===== src/hw/rtl/lmfr_pkg.sv =====
// ----------------------------------------------------------------------------
// lmfr_pkg: shared types and constants of the LED matrix frame refresh unit
// Holds the beat types, command kinds, sequencer states and the byte
// reversal helper used by the front end, the queue and the back end.
// ----------------------------------------------------------------------------
package lmfr_pkg;

  // Default number of driver chips in the chain (legal range 1 to 8).
  localparam int CHIPS_DEFAULT = 4;
  localparam int CHIPS_MAX     = 8;
  localparam int ROWS          = 8;

  // Queue entries hold store addresses sized for the longest chain.
  localparam int StoreAddrW = $clog2(ROWS * CHIPS_MAX);
  localparam int QueueDepth = 2;

  typedef enum logic [1:0] {
    OP_SET_PIXEL = 2'd0,
    OP_REG_WRITE = 2'd1,
    OP_REFRESH   = 2'd2
  } lmfr_op_e;

  typedef enum logic [1:0] {
    KIND_PIXEL   = 2'd0,
    KIND_REGWR   = 2'd1,
    KIND_REFRESH = 2'd2
  } lmfr_kind_e;

  typedef enum logic [1:0] {
    ST_IDLE     = 2'd0,
    ST_PIXEL_WR = 2'd1,
    ST_REGWR    = 2'd2,
    ST_REFRESH  = 2'd3
  } lmfr_state_e;

  // Input beat.
  typedef struct packed {
    logic [1:0] opcode;
    logic [5:0] pixel_x;
    logic [2:0] pixel_y;
    logic       pixel_on;
    logic [3:0] target_chip;
    logic [3:0] reg_addr_in;
    logic [7:0] reg_data_in;
  } lmfr_cmd_t;

  // Output beat.
  typedef struct packed {
    logic [3:0] word_addr;
    logic [7:0] word_data;
    logic       latch_after;
    logic       last_word;
  } lmfr_word_t;

  // Classified command as it travels through the queue.
  typedef struct packed {
    lmfr_kind_e            kind;
    logic [StoreAddrW-1:0] store_addr;
    logic [2:0]            bit_sel;
    logic                  pixel_on;
    logic [3:0]            target_chip;
    logic [3:0]            reg_addr;
    logic [7:0]            reg_data;
  } lmfr_entry_t;

  function automatic logic [7:0] rev8(input logic [7:0] v);
    logic [7:0] r;
    for (int k = 0; k < 8; k++) begin
      r[k] = v[7-k];
    end
    return r;
  endfunction

endpackage


===== src/hw/rtl/led_matrix_frame_refresh_unit.sv =====
// ----------------------------------------------------------------------------
// led_matrix_frame_refresh_unit: LED matrix chain frame buffer and sequencer
// A command is registered in the queue, the sequencer state and the word stage
// before its first word appears, and waits in the queue behind earlier commands.
// The sequencer emits one word per cycle while in register write or refresh.
// busy is high while the two-entry command queue is full.
// Reset clears rotate_mode and the frame store (per-byte valid bits), at once.
// ----------------------------------------------------------------------------
//
// Structure
//   The front end classifies every accepted command beat: set pixel gets its
//   frame store byte address and bit resolved here, and commands that change
//   nothing (a column beyond the chain, the unused opcode) are dropped. Kept
//   commands enter a short queue, so a new command can be accepted while a
//   long refresh is still streaming.
//
//   The back end pops one command at a time and runs it to completion. Set
//   pixel is a read-modify-write of one store byte, written in the pixel
//   write state. Register write sends one word per chip, with the register
//   address only for the target chip (or all chips on a broadcast). Refresh
//   reads the store one byte per cycle and sends eight row groups of CHIPS
//   words; in rotated mode the rows are flipped and each byte is bit-reversed.
//
//   Every command, including set pixel, goes through the queue, so store
//   updates and refresh reads happen in the order the commands were given.
//
// Output
//   A result beat is shown for one cycle with word_valid_o high; the receiver
//   must take it in that cycle.
//
// Configuration
//   Register 0 at byte address 0: bit 0 is rotate_mode. Write it only while
//   the unit is idle; the unit itself does not enforce this.
// ----------------------------------------------------------------------------
module led_matrix_frame_refresh_unit #(
  parameter int CHIPS = lmfr_pkg::CHIPS_DEFAULT
) (
  input  logic                 clk_i,
  input  logic                 rst_ni,
  // Command channel
  input  logic                 start,
  output logic                 busy,
  input  lmfr_pkg::lmfr_cmd_t  cmd_i,
  // Word channel
  output logic                 word_valid_o,
  output lmfr_pkg::lmfr_word_t word_o,
  // Configuration port
  input  logic                 psel,
  input  logic                 penable,
  input  logic                 pwrite,
  input  logic [2:0]           paddr,
  input  logic [31:0]          pwdata,
  output logic [31:0]          prdata,
  output logic                 pready
);

  logic                  accept;
  logic                  push;
  logic                  pop;
  logic                  q_empty;
  logic                  q_full;
  lmfr_pkg::lmfr_entry_t push_entry;
  lmfr_pkg::lmfr_entry_t head_entry;
  logic                  rotate_q;
  logic                  cfg_write;
  logic                  sel_rotate;

  // A command beat is taken whenever the queue has room.
  assign busy   = q_full;
  assign accept = start && !busy;

  // Registers sit at word addresses; only register 0 exists.
  assign pready     = 1'b1;
  assign sel_rotate = (paddr[2] == 1'b0);
  assign cfg_write  = psel && penable && pwrite && pready;
  assign prdata     = sel_rotate ? {31'd0, rotate_q} : 32'd0;

  always_ff @(posedge clk_i or negedge rst_ni) begin
    if (!rst_ni) begin
      rotate_q <= 1'b0;
    end else if (cfg_write && sel_rotate) begin
      rotate_q <= pwdata[0];
    end
  end

  lmfr_front #(
    .CHIPS(CHIPS)
  ) u_front (
    .clk_i   (clk_i),
    .rst_ni  (rst_ni),
    .accept_i(accept),
    .cmd_i   (cmd_i),
    .push_o  (push),
    .entry_o (push_entry)
  );

  lmfr_cmd_fifo u_fifo (
    .clk_i  (clk_i),
    .rst_ni (rst_ni),
    .push_i (push),
    .entry_i(push_entry),
    .pop_i  (pop),
    .head_o (head_entry),
    .empty_o(q_empty),
    .full_o (q_full)
  );

  lmfr_back #(
    .CHIPS(CHIPS)
  ) u_back (
    .clk_i       (clk_i),
    .rst_ni      (rst_ni),
    .rotate_i    (rotate_q),
    .head_i      (head_entry),
    .empty_i     (q_empty),
    .pop_o       (pop),
    .word_o      (word_o),
    .word_valid_o(word_valid_o)
  );

endmodule


===== src/hw/rtl/lmfr_front.sv =====
// ----------------------------------------------------------------------------
// lmfr_front: command classifier
// Turns an accepted input beat into a queue entry, resolves the frame store
// address and bit of a set pixel, and drops commands that change nothing.
// ----------------------------------------------------------------------------
module lmfr_front #(
  parameter int CHIPS = lmfr_pkg::CHIPS_DEFAULT
) (
  input  logic                clk_i,
  input  logic                rst_ni,
  input  logic                accept_i,
  input  lmfr_pkg::lmfr_cmd_t cmd_i,
  output logic                push_o,
  output lmfr_pkg::lmfr_entry_t entry_o
);

  localparam int AddrW = $clog2(lmfr_pkg::ROWS * CHIPS);

  logic [AddrW-1:0] px;
  logic [AddrW-1:0] py_base;
  logic [AddrW-1:0] store_addr;
  logic             x_in_range;
  logic             keep;
  logic             accept_seen_q;

  // Columns are mirrored: column 0 lands in the top bit of the last chip.
  assign x_in_range = {1'b0, cmd_i.pixel_x} < 7'(lmfr_pkg::ROWS * CHIPS);
  assign px         = AddrW'(lmfr_pkg::ROWS * CHIPS - 1) - cmd_i.pixel_x[AddrW-1:0];
  assign py_base    = AddrW'((3'd7 - cmd_i.pixel_y) * CHIPS);
  assign store_addr = (px >> 3) + py_base;

  always_comb begin
    entry_o             = '0;
    entry_o.store_addr  = lmfr_pkg::StoreAddrW'(store_addr);
    entry_o.bit_sel     = px[2:0];
    entry_o.pixel_on    = cmd_i.pixel_on;
    entry_o.target_chip = cmd_i.target_chip;
    entry_o.reg_addr    = cmd_i.reg_addr_in;
    entry_o.reg_data    = cmd_i.reg_data_in;
    keep                = 1'b0;
    case (cmd_i.opcode)
      lmfr_pkg::OP_SET_PIXEL: begin
        entry_o.kind = lmfr_pkg::KIND_PIXEL;
        keep         = x_in_range;
      end
      lmfr_pkg::OP_REG_WRITE: begin
        entry_o.kind = lmfr_pkg::KIND_REGWR;
        keep         = 1'b1;
      end
      lmfr_pkg::OP_REFRESH: begin
        entry_o.kind = lmfr_pkg::KIND_REFRESH;
        keep         = 1'b1;
      end
      default: begin
        entry_o.kind = lmfr_pkg::KIND_PIXEL;
        keep         = 1'b0;
      end
    endcase
  end

  assign push_o = accept_i && keep;

  // Tracks the previous acceptance for the check below.
  always_ff @(posedge clk_i or negedge rst_ni) begin
    if (!rst_ni) begin
      accept_seen_q <= 1'b0;
    end else begin
      accept_seen_q <= accept_i;
    end
  end

  // A push only ever follows from an accepted beat.
  assert property (@(posedge clk_i) disable iff (!rst_ni) push_o |-> accept_i)
    else $error("lmfr_front: push without an accepted beat");

  // An out-of-range column never reaches the queue.
  assert property (@(posedge clk_i) disable iff (!rst_ni)
    (push_o && (entry_o.kind == lmfr_pkg::KIND_PIXEL)) |-> x_in_range)
    else $error("lmfr_front: out-of-range pixel pushed");

  // When the previous acceptance is seen, a pushed set pixel's store address stays inside the frame store.
  assert property (@(posedge clk_i) disable iff (!rst_ni)
    (accept_seen_q && push_o && (entry_o.kind == lmfr_pkg::KIND_PIXEL)) |->
      ({1'b0, store_addr} < (AddrW + 1)'(lmfr_pkg::ROWS * CHIPS)))
    else $error("lmfr_front: pixel address beyond frame store");

endmodule


===== src/hw/rtl/lmfr_cmd_fifo.sv =====
// ----------------------------------------------------------------------------
// lmfr_cmd_fifo: command queue
// Short queue of classified commands between the front end and the back
// end sequencer.
// ----------------------------------------------------------------------------
module lmfr_cmd_fifo (
  input  logic                  clk_i,
  input  logic                  rst_ni,
  input  logic                  push_i,
  input  lmfr_pkg::lmfr_entry_t entry_i,
  input  logic                  pop_i,
  output lmfr_pkg::lmfr_entry_t head_o,
  output logic                  empty_o,
  output logic                  full_o
);

  localparam int PtrW = (lmfr_pkg::QueueDepth > 1) ? $clog2(lmfr_pkg::QueueDepth) : 1;
  localparam int CntW = $clog2(lmfr_pkg::QueueDepth + 1);

  lmfr_pkg::lmfr_entry_t slots_q [lmfr_pkg::QueueDepth];
  logic [PtrW-1:0] wr_ptr_q, wr_ptr_d;
  logic [PtrW-1:0] rd_ptr_q, rd_ptr_d;
  logic [CntW-1:0] count_q, count_d;

  assign empty_o = (count_q == '0);
  assign full_o  = (count_q == CntW'(lmfr_pkg::QueueDepth));
  assign head_o  = slots_q[rd_ptr_q];

  always_comb begin
    wr_ptr_d = wr_ptr_q;
    rd_ptr_d = rd_ptr_q;
    count_d  = count_q;
    if (push_i) begin
      wr_ptr_d = (wr_ptr_q == PtrW'(lmfr_pkg::QueueDepth - 1)) ? '0 : wr_ptr_q + 1'b1;
    end
    if (pop_i) begin
      rd_ptr_d = (rd_ptr_q == PtrW'(lmfr_pkg::QueueDepth - 1)) ? '0 : rd_ptr_q + 1'b1;
    end
    if (push_i && !pop_i) begin
      count_d = count_q + 1'b1;
    end else if (pop_i && !push_i) begin
      count_d = count_q - 1'b1;
    end
  end

  always_ff @(posedge clk_i or negedge rst_ni) begin
    if (!rst_ni) begin
      wr_ptr_q <= '0;
      rd_ptr_q <= '0;
      count_q  <= '0;
    end else begin
      wr_ptr_q <= wr_ptr_d;
      rd_ptr_q <= rd_ptr_d;
      count_q  <= count_d;
    end
  end

  always_ff @(posedge clk_i) begin
    if (push_i) begin
      slots_q[wr_ptr_q] <= entry_i;
    end
  end

endmodule


===== src/hw/rtl/lmfr_back.sv =====
// ----------------------------------------------------------------------------
// lmfr_back: frame store and word sequencer
// Executes queued commands in order: updates the frame store for set pixel,
// and streams register write and refresh words to the chain.
// ----------------------------------------------------------------------------
module lmfr_back #(
  parameter int CHIPS = lmfr_pkg::CHIPS_DEFAULT
) (
  input  logic                  clk_i,
  input  logic                  rst_ni,
  input  logic                  rotate_i,
  input  lmfr_pkg::lmfr_entry_t head_i,
  input  logic                  empty_i,
  output logic                  pop_o,
  output lmfr_pkg::lmfr_word_t  word_o,
  output logic                  word_valid_o
);

  localparam int Depth = lmfr_pkg::ROWS * CHIPS;
  localparam int AddrW = $clog2(Depth);
  localparam int ChipW = (CHIPS > 1) ? $clog2(CHIPS) : 1;

  lmfr_pkg::lmfr_state_e state_q, state_d;
  lmfr_pkg::lmfr_entry_t cmd_q, cmd_d;
  logic [2:0]       row_q, row_d;
  logic [ChipW-1:0] chip_q, chip_d;

  // Frame store with one valid bit per byte; an unwritten byte reads as zero.
  logic [7:0]       frame_mem [Depth];
  logic [Depth-1:0] vld_q;
  logic [7:0]       rd_data_q;
  logic             rd_vld_q;
  logic [AddrW-1:0] rd_addr;
  logic             wr_en;
  logic [AddrW-1:0] wr_addr;
  logic [7:0]       wr_data;
  logic [7:0]       old_byte;

  // Word stage: one beat in flight toward the outputs.
  logic       s1_valid_q, s1_valid_d;
  logic [3:0] s1_addr_q, s1_addr_d;
  logic [7:0] s1_data_q, s1_data_d;
  logic       s1_latch_q, s1_latch_d;
  logic       s1_last_q, s1_last_d;
  logic       s1_mem_q, s1_mem_d;
  logic       s1_rev_q, s1_rev_d;

  logic       last_chip;
  logic       bcast;
  logic       chip_hit;
  logic [7:0] mem_byte;

  assign last_chip = (chip_q == ChipW'(CHIPS - 1));
  assign bcast     = cmd_q.target_chip > 4'(CHIPS);
  assign chip_hit  = (5'(cmd_q.target_chip) + 5'(chip_q)) == 5'(CHIPS);
  assign old_byte  = rd_vld_q ? rd_data_q : 8'h00;

  always_comb begin
    state_d    = state_q;
    cmd_d      = cmd_q;
    row_d      = row_q;
    chip_d     = chip_q;
    pop_o      = 1'b0;
    rd_addr    = head_i.store_addr[AddrW-1:0];
    wr_en      = 1'b0;
    wr_addr    = cmd_q.store_addr[AddrW-1:0];
    wr_data    = old_byte;
    wr_data[cmd_q.bit_sel] = cmd_q.pixel_on;
    s1_valid_d = 1'b0;
    s1_addr_d  = cmd_q.reg_addr;
    s1_data_d  = cmd_q.reg_data;
    s1_latch_d = last_chip;
    s1_last_d  = 1'b0;
    s1_mem_d   = 1'b0;
    s1_rev_d   = 1'b0;
    case (state_q)
      lmfr_pkg::ST_IDLE: begin
        if (!empty_i) begin
          pop_o  = 1'b1;
          cmd_d  = head_i;
          row_d  = '0;
          chip_d = '0;
          case (head_i.kind)
            lmfr_pkg::KIND_PIXEL:   state_d = lmfr_pkg::ST_PIXEL_WR;
            lmfr_pkg::KIND_REGWR:   state_d = lmfr_pkg::ST_REGWR;
            lmfr_pkg::KIND_REFRESH: state_d = lmfr_pkg::ST_REFRESH;
            default:                state_d = lmfr_pkg::ST_IDLE;
          endcase
        end
      end
      lmfr_pkg::ST_PIXEL_WR: begin
        // The byte read while popping is now in rd_data_q.
        wr_en   = 1'b1;
        state_d = lmfr_pkg::ST_IDLE;
      end
      lmfr_pkg::ST_REGWR: begin
        s1_valid_d = 1'b1;
        s1_addr_d  = (bcast || chip_hit) ? cmd_q.reg_addr : 4'd0;
        s1_last_d  = last_chip;
        chip_d     = chip_q + 1'b1;
        if (last_chip) begin
          chip_d  = '0;
          state_d = lmfr_pkg::ST_IDLE;
        end
      end
      lmfr_pkg::ST_REFRESH: begin
        if (rotate_i) begin
          rd_addr = AddrW'((3'd7 - row_q) * CHIPS) + AddrW'(chip_q);
        end else begin
          rd_addr = AddrW'(row_q * CHIPS) + (AddrW'(CHIPS - 1) - AddrW'(chip_q));
        end
        s1_valid_d = 1'b1;
        s1_addr_d  = 4'(row_q) + 4'd1;
        s1_last_d  = last_chip && (row_q == 3'(lmfr_pkg::ROWS - 1));
        s1_mem_d   = 1'b1;
        s1_rev_d   = rotate_i;
        chip_d     = chip_q + 1'b1;
        if (last_chip) begin
          chip_d = '0;
          row_d  = row_q + 1'b1;
          if (row_q == 3'(lmfr_pkg::ROWS - 1)) begin
            state_d = lmfr_pkg::ST_IDLE;
          end
        end
      end
      default: begin
        state_d = lmfr_pkg::ST_IDLE;
      end
    endcase
  end

  always_ff @(posedge clk_i or negedge rst_ni) begin
    if (!rst_ni) begin
      state_q    <= lmfr_pkg::ST_IDLE;
      row_q      <= '0;
      chip_q     <= '0;
      s1_valid_q <= 1'b0;
      vld_q      <= '0;
      rd_vld_q   <= 1'b0;
    end else begin
      state_q    <= state_d;
      row_q      <= row_d;
      chip_q     <= chip_d;
      s1_valid_q <= s1_valid_d;
      rd_vld_q   <= vld_q[rd_addr];
      if (wr_en) begin
        vld_q[wr_addr] <= 1'b1;
      end
    end
  end

  always_ff @(posedge clk_i) begin
    cmd_q      <= cmd_d;
    s1_addr_q  <= s1_addr_d;
    s1_data_q  <= s1_data_d;
    s1_latch_q <= s1_latch_d;
    s1_last_q  <= s1_last_d;
    s1_mem_q   <= s1_mem_d;
    s1_rev_q   <= s1_rev_d;
  end

  always_ff @(posedge clk_i) begin
    if (wr_en) begin
      frame_mem[wr_addr] <= wr_data;
    end
    rd_data_q <= frame_mem[rd_addr];
  end

  assign mem_byte = s1_rev_q ? lmfr_pkg::rev8(old_byte) : old_byte;

  always_comb begin
    word_o.word_addr   = s1_addr_q;
    word_o.word_data   = s1_mem_q ? mem_byte : s1_data_q;
    word_o.latch_after = s1_latch_q;
    word_o.last_word   = s1_last_q;
  end

  assign word_valid_o = s1_valid_q;

  // A word only follows a cycle spent in a word-emitting state.
  assert property (@(posedge clk_i) disable iff (!rst_ni)
    s1_valid_q |-> ($past(state_q) == lmfr_pkg::ST_REGWR ||
                    $past(state_q) == lmfr_pkg::ST_REFRESH))
    else $error("lmfr_back: word without an emitting state");

  // The final word of a command also closes its chain group.
  assert property (@(posedge clk_i) disable iff (!rst_ni)
    (word_valid_o && word_o.last_word) |-> word_o.latch_after)
    else $error("lmfr_back: last word without latch");

  // The pixel write state is always followed by idle.
  assert property (@(posedge clk_i) disable iff (!rst_ni)
    (state_q == lmfr_pkg::ST_PIXEL_WR) |=> (state_q == lmfr_pkg::ST_IDLE))
    else $error("lmfr_back: pixel write did not return to idle");

  // The queue is only popped from idle.
  assert property (@(posedge clk_i) disable iff (!rst_ni)
    pop_o |-> (state_q == lmfr_pkg::ST_IDLE && !empty_i))
    else $error("lmfr_back: pop outside idle");

endmodule

===== config.mk =====
export PLATFORM = sky130hd
export DESIGN_NAME = led_matrix_frame_refresh_unit
export DESIGN_NICKNAME = d
export VERILOG_FILES = /design/src/hw/rtl/lmfr_pkg.sv /design/src/hw/rtl/led_matrix_frame_refresh_unit.sv /design/src/hw/rtl/lmfr_front.sv /design/src/hw/rtl/lmfr_cmd_fifo.sv /design/src/hw/rtl/lmfr_back.sv
export SDC_FILE = /design/constraint.sdc
export NUM_CORES = 1
export LEC_CHECK = 0
export BUFFER_PORTS_ARGS = -buffer_cell sky130_fd_sc_hd__buf_4
export CELL_PAD_IN_SITES_DETAIL_PLACEMENT = 2
export CELL_PAD_IN_SITES_GLOBAL_PLACEMENT = 2
export CORE_ASPECT_RATIO = 1.75
export CORE_UTILIZATION = 46
export DETAILED_ROUTE_END_ITERATION = 8
export GPL_TIMING_DRIVEN = 0
export HOLD_SLACK_MARGIN = 0.1
export PLACE_DENSITY_LB_ADDON = 0.25
export SLEW_MARGIN = 25
export SYNTH_ARGS = -nofsm -noshare
export SYNTH_HDL_FRONTEND = slang
export SYNTH_SLANG_ARGS = --single-unit

===== constraint.sdc =====
create_clock -name clk_i -period 5.1 [get_ports clk_i]
set_input_delay 0.765 -clock clk_i [delete_from_list [all_inputs] [get_ports clk_i]]
set_output_delay 0.765 -clock clk_i [all_outputs]
set_load 0.005 [all_outputs]

==> Word level (Yosys, flattened, before mapping) <==
Memory sizes are Yosys's and may differ from the RTL's. A register that Yosys moved wholly into a read port is not among the register bits.
Index checks and enable logic that the tools add are counted.
{ "word_totals": {"reg_bits": 87, "ram_bits": 310, "input_bits": 69, "output_inout_bits": 49, "elab_cells": 134, "memories": 2} }
{ "op_classes": {"addsub": 15, "magnitude_cmp": 7, "n_eq_ne": 15, "mux": 43, "n_bitwise": 3, "reduce_logical": 27} }
{ "mem_list": {"columns": ["name", "words", "width", "rd", "rd_clocked_by_memory_dff", "wr", "line_no", "rtl"], "rows": [
  ["u_back.frame_mem", 32, 8, 1, 1, 1, "lmfr_back.sv:29", "logic [7:0] frame_mem [Depth];"],
  ["u_fifo.slots_q", 2, 27, 1, 0, 1, "lmfr_cmd_fifo.sv:20", "lmfr_pkg::lmfr_entry_t slots_q [lmfr_pkg::QueueDepth];"]
]} }
{ "op_table": {"columns": ["operator", "n"], "rows": [
  ["$or A32 B32 Y32", 1],
  ["$mux W8", 3],
  ["$mux W2", 8],
  ["$mux W1", 15],
  ["$eq A2 B2 Y1 const B", 6],
  ["$lt A5 B6 Y1 const B", 2],
  ["$logic_and A1 B1 Y1", 10],
  ["$mux W5", 2],
  ["$bwmux W8", 1],
  ["$logic_not A2 Y1", 4],
  ["$pmux W2 S2", 2],
  ["$pmux W2 S4", 1],
  ["$pmux W4 S2", 1],
  ["$eq A2 B1 Y1 const B", 3],
  ["$lt A6 B6 Y1 const B", 1],
  ["$mux W3", 2],
  ["$ne A2 B1 Y1 const B", 3],
  ["$pmux W2 S3", 1],
  ["$pmux W3 S2", 1],
  ["$reduce_bool A2 Y1", 3],
  ["$sub A3 B3 Y3 const A", 2],
  ["$add A2 B5 Y5", 1],
  ["$add A4 B2 Y5", 1],
  ["$add A5 B2 Y5", 1],
  ["27 further kinds", 35]
]} }

==> Longest topological paths before layout <==
{ "depth": {"ltp_word": 8, "mapped_depth": 11, "mapped_depth_nobuf": 9} }

==> By module <==
A second synthesis with hierarchy kept.
{ "hier_totals": {"cells_unflattened": 1038, "hier_area_um2": 16783.6} }
{ "modules_own_cells": {"columns": ["mod", "instances", "cells_per_inst", "area_each_um2", "seq_area_each_um2"], "rows": [
  ["lmfr_back", 1, 860, 13974.7, 9944.5],
  ["lmfr_cmd_fifo", 1, 103, 2254.7, 1781.7],
  ["led_matrix_frame_refresh_unit", 1, 39, 307.8, 25.0],
  ["lmfr_front", 1, 36, 246.5, 0.0]
]} }

==> Worst setup path after synthesis <==
No wires, ideal clock.
{ "synth_path": {"path_kind": "in2reg", "startpoint": "input port cmd_i[26] in the netlist's numbering", "endpoint": "memory u_fifo.slots_q[0][0] in the netlist's numbering, enable pin", "setup_time_ns": 0.411, "arrival_ns": 2.925, "required_ns": 4.689, "path_slack_ns": 1.764, "path_stages": 5, "path_buffers": 0, "path_cell_list": "inv_1 -> ha_1 -> a21oi_1 -> or4b_2 -> nor2_1"} }
{ "synth_between": {"elab_chain_len": 6, "word_cells_on_any_way": 8, "classes_between": "eq/ne: 2; mux: 3; reduce/logical: 3"} }
{ "synth_rtl": {"columns": ["element", "line_no", "rtl"], "rows": [
  ["from (decl)", "led_matrix_frame_refresh_unit.sv:43", "input lmfr_pkg::lmfr_cmd_t cmd_i,"],
  ["$eq A2 B1 Y1 / $eq A2 B2 Y1 (equally long branches)", "lmfr_front.sv:41", "case (cmd_i.opcode)"],
  ["$reduce_or A2 Y1 (no line)", null, null],
  ["$pmux W1 S2 (*)", "lmfr_front.sv:41", null],
  ["$logic_and A1 B1 Y1 (*)", "lmfr_front.sv:61", "assign push_o = accept_i && keep;"],
  ["$mux W1 (*)", "lmfr_cmd_fifo.sv:59", "if (push_i) begin"],
  ["$mux W1 (implied by the code) (*)", "lmfr_cmd_fifo.sv:60", "slots_q[wr_ptr_q] <= entry_i;"],
  ["to (decl)", "lmfr_cmd_fifo.sv:20", null]
]} }
Mark *: on every way between the ends. The rest lies on a longest branch, timed or not.

==> qor.csv <==
stage;metric;value;unit
synthesis;synth_top_area_share;59.15;%
setup_path;slowest_delay;0.65;ns
global_route;overflow;0;
timing;tightest_slew;1.035;ns
outcome;outcome;complete, no violations;
final_layout;postLayoutCoreUtil;54.18;%
global_route;grt_pass1_wl;84100;um
global_route;grt_max_degree;47;
setup_path;slowest_stage;a31oi_2;
die;die_width;147.3;um
synthesis;syn_avg_cell_area;13.95;um2
drt;wirelength;56930;um
timing;timing.fmax;271.7;MHz
drt;drc;0;
clock_network;clock_latency;0.56;ns
timing;rsz0062_at_grt;no;
timing;slew_viol_final;0;
final_layout;nets;1431;
timing;final_hold_viol_count;0;
power;power_density;639.5;mW/mm2
synthesis;yosysWarnings;0;
setup_path;rrSetupSlack;1.42;ns
setup_path;crit_fanout;10;
clock_network;cts_tree;done;
timing;max-slew-margin-rel;30.77;%
power;p_seq_share;37.5;%
setup_path;critPathCaptureType;flip-flop;
worst_hold_path;holdCritPathClass;input port to asynchronous set/reset pin;
synthesis;synth_ff_type;edfxtp_1;
setup_path;critPathLaunchType;flip-flop;
final_layout;multi_input_area;0.004649;mm2
global_route;grt_pass1_vias;12618;
final_layout;final_common_cell;edfxtp_1;
die;num_io_pins;118;
setup_path;crit_type;flip-flop to flip-flop;
drt;routedWlPerCell;30.74;um
place;hpwl;39310;um
timing;min_period;3.681;ns
final_layout;syn2layout_area_growth;15.52;%
clock_network;post_cts.repair.setup_buffers;0;
power;p_int;7.593;mW
power;switching_share;39.56;%
synthesis;ys_ff_latch;405;
global_route;antenna_found_initial;0;
synthesis;synthCells;1219;
clock_network;cts_buffer_depth;3;
final_layout;drive_above_1_share;21.49;%
global_route;grt_use_total;30.74;%
clock_network;post_cts_resized;0;
final_layout;fillers;3349;
flow_run;drv_cap;0;
synthesis;yosysSeqAreaShare;68.75;%
die;initial_core_util;46.90;%
clock_network;clk_pin_slew_worst_paths;0.07;ns
clock_network;numCtsBuffers;39;
die;core;0.03626;mm2
die;die_y;256.4;um
final_layout;num_antenna_cells;0;
drt;viasPerCell;6.014;
setup_path;cp.required;5.52;ns
timing;setup_ws;1.419;ns
drt;dr.pass1.iters;5;
place;gp_congestion;0.8451;
synthesis;synth_top_area_cell;edfxtp_1;
drt;dr.first_iter.drc_count;704;
timing;finalSetupViolCount;0;
synthesis;synth_edf_count;335;
final_layout;final_cell_mix;edfxtp_1 (335), nand2_1 (105), buf_4 (93), a21oi_1 (79), inv_1 (53);
power;pwr-share-clk;22.9;%
die;rows;92;
timing;skew;0.01889;ns
setup_path;worstPathCellList;buf_6 > mux2i_1 > inv_1 > a31oi_2 > clkbuf_1 > a221o_1 > o2111ai_1 > o41a_2;
synthesis;synthesis.area;0.01701;mm2
synthesis;async_flop_share;11.36;%
final_layout;seq_area;0.01169;mm2
timing;fin_crit_sh;72.18;%
power;switching_power;4.970;mW
clock_network;clock_sinks;405;
place;port_buffers;52;
die;die_area;0.03777;mm2
drt;via_count;11138;
power;leakagePower;7.234;nW
power;comb_power_share;39.6;%
place;dp_slack;1.663;ns
setup_path;worstPathArrival;4.10;ns
synthesis;yosysUniqueCellTypes;63;
power;ir_worst_vdd;0.4307;mV
synthesis;synthTopCellsByArea;edfxtp_1 (59%), dfrtp_1 (6.8%), dfxtp_1 (2.8%);
clock_network;cts_hold_buf;0;
clock_network;htree_levels;2;
clock_network;clockRootBuffer;clkbuf_16;
drt;ant_nets;0;
cell usage after synthesis, types with 4 or more instances:
master	instances
inv_1	54
xor2_1	4
nand3b_1	6
nor2_1	42
o22ai_1	16
buf_4	41
dfrtp_1	46
or2_2	29
buf_2	29
dfxtp_1	24
xnor2_1	5
o21ai_0	49
nor3b_1	4
clkbuf_1	31
o41a_2	6
a221oi_1	18
mux2_2	32
nand3_1	35
a21oi_2	6
a21oi_1	79
buf_6	8
a22o_1	28
o221ai_1	27
ha_1	10
a221o_1	9
a32oi_1	18
a21boi_0	19
mux2i_1	47
edfxtp_1	335
o2111ai_1	9
nand2_1	105
cell families after synthesis:
group                    after synthesis  share of synthesized area, %
AO/OA/AOI/OAI                        297                         12.32
XOR/XNOR                              11                        0.7210
adder cells (fa/ha/maj)               11                        0.8534
buffers and inverters                167                         5.187
flip-flops                           405                         68.75
multiplexers                          84                         5.452
other                                  2                       0.04416
AND/OR/NAND/NOR                      242                         6.681
path summary, 6_finish.rpt:
check	startpoint	end	cells after the start
max in group asynchronous	rst_ni	u_back.vld_q[2]$_DFFE_PN0P_	1
hold / removal	rst_ni	u_back.vld_q[20]$_DFFE_PN0P_	1
min in group clk_i	u_back.s1_data_d[5]$_DFFE_PP_	u_back.s1_data_q[5]$_DFF_P_	0
hold reg to reg	u_back.s1_data_d[5]$_DFFE_PP_	u_back.s1_data_q[5]$_DFF_P_	0
setup / recovery	u_fifo.rd_ptr_q$_DFFE_PN0P_	u_back.rd_data_q[1]$_DFF_P_	8
setup reg to reg	u_fifo.rd_ptr_q$_DFFE_PN0P_	u_back.rd_data_q[1]$_DFF_P_	8
area by class of cell:
class	instances	area share (%)
buffer	111	3.394
clock buffer	58	5.795
clock inverter	14	0.4840
inverter	56	1.095
multi-input combinational	677	23.67
sequential	405	59.51
tap	470	2.993
timing repair buffer	61	3.063
worst max-delay path, delay by kind of cell, from the launching register on:
kind,cells,cell delay (ns)
buffers and inverters,3,0.95
AO/OA/AOI/OAI,4,1.69
flip-flops,1,0.39
multiplexers,1,0.49
sequential cells by signal, summed over array words and instances, names as in the netlist, 3 cells and up:
signal,count
u_back.cmd_q,17
u_back.row_q,3
u_back.s1_addr_q,4
u_back.vld_q,32
u_back.frame_mem,256
u_back.rd_data_q,8
u_fifo.slots_q,54
u_back.s1_data_d,8
u_back.s1_data_q,8
power by group through the flow:
| stage | clock network [mW] | logic, mW | registers, mW |
|---|---|---|---|
| 4_1_cts | 2.90 | 4.96 | 4.71 |
| 6_report | 2.88 | 4.98 | 4.71 |
| 5_1_grt | 2.99 | 5.17 | 4.73 |
| 3_5_place_dp | 0 | 4.83 | 4.75 |
| 2_1_floorplan | 0 | 2.67 | 4.65 |
| 3_3_place_gp | 0 | 4.26 | 4.78 |
per-stage QoR:
step           total power, mW  cell area (um2)  hold slack, ns  TNS, ns  cells
2_1_floorplan            7.325            17120          0.3233        0   1249
3_3_place_gp             9.040            18100          0.3249   -1.431   1771
3_5_place_dp             9.578            18410          0.3303        0   1780
4_1_cts                  12.56            19640          0.3030        0   1852
5_1_grt                  12.89            19650          0.2990        0   1852
6_report                 12.56            19650          0.2501        0   1852
metal layers:
layer	global-route usage (%)	part of all wire [%]	vias to the layer above
li1	-	-	4801
met1	31.12	33	5834
met2	58.35	56	349
met3	3.470	3.3	154
met4	20.10	7.0	0
met5	0	0	-
Note: power is estimated with default switching activity, not from simulation.
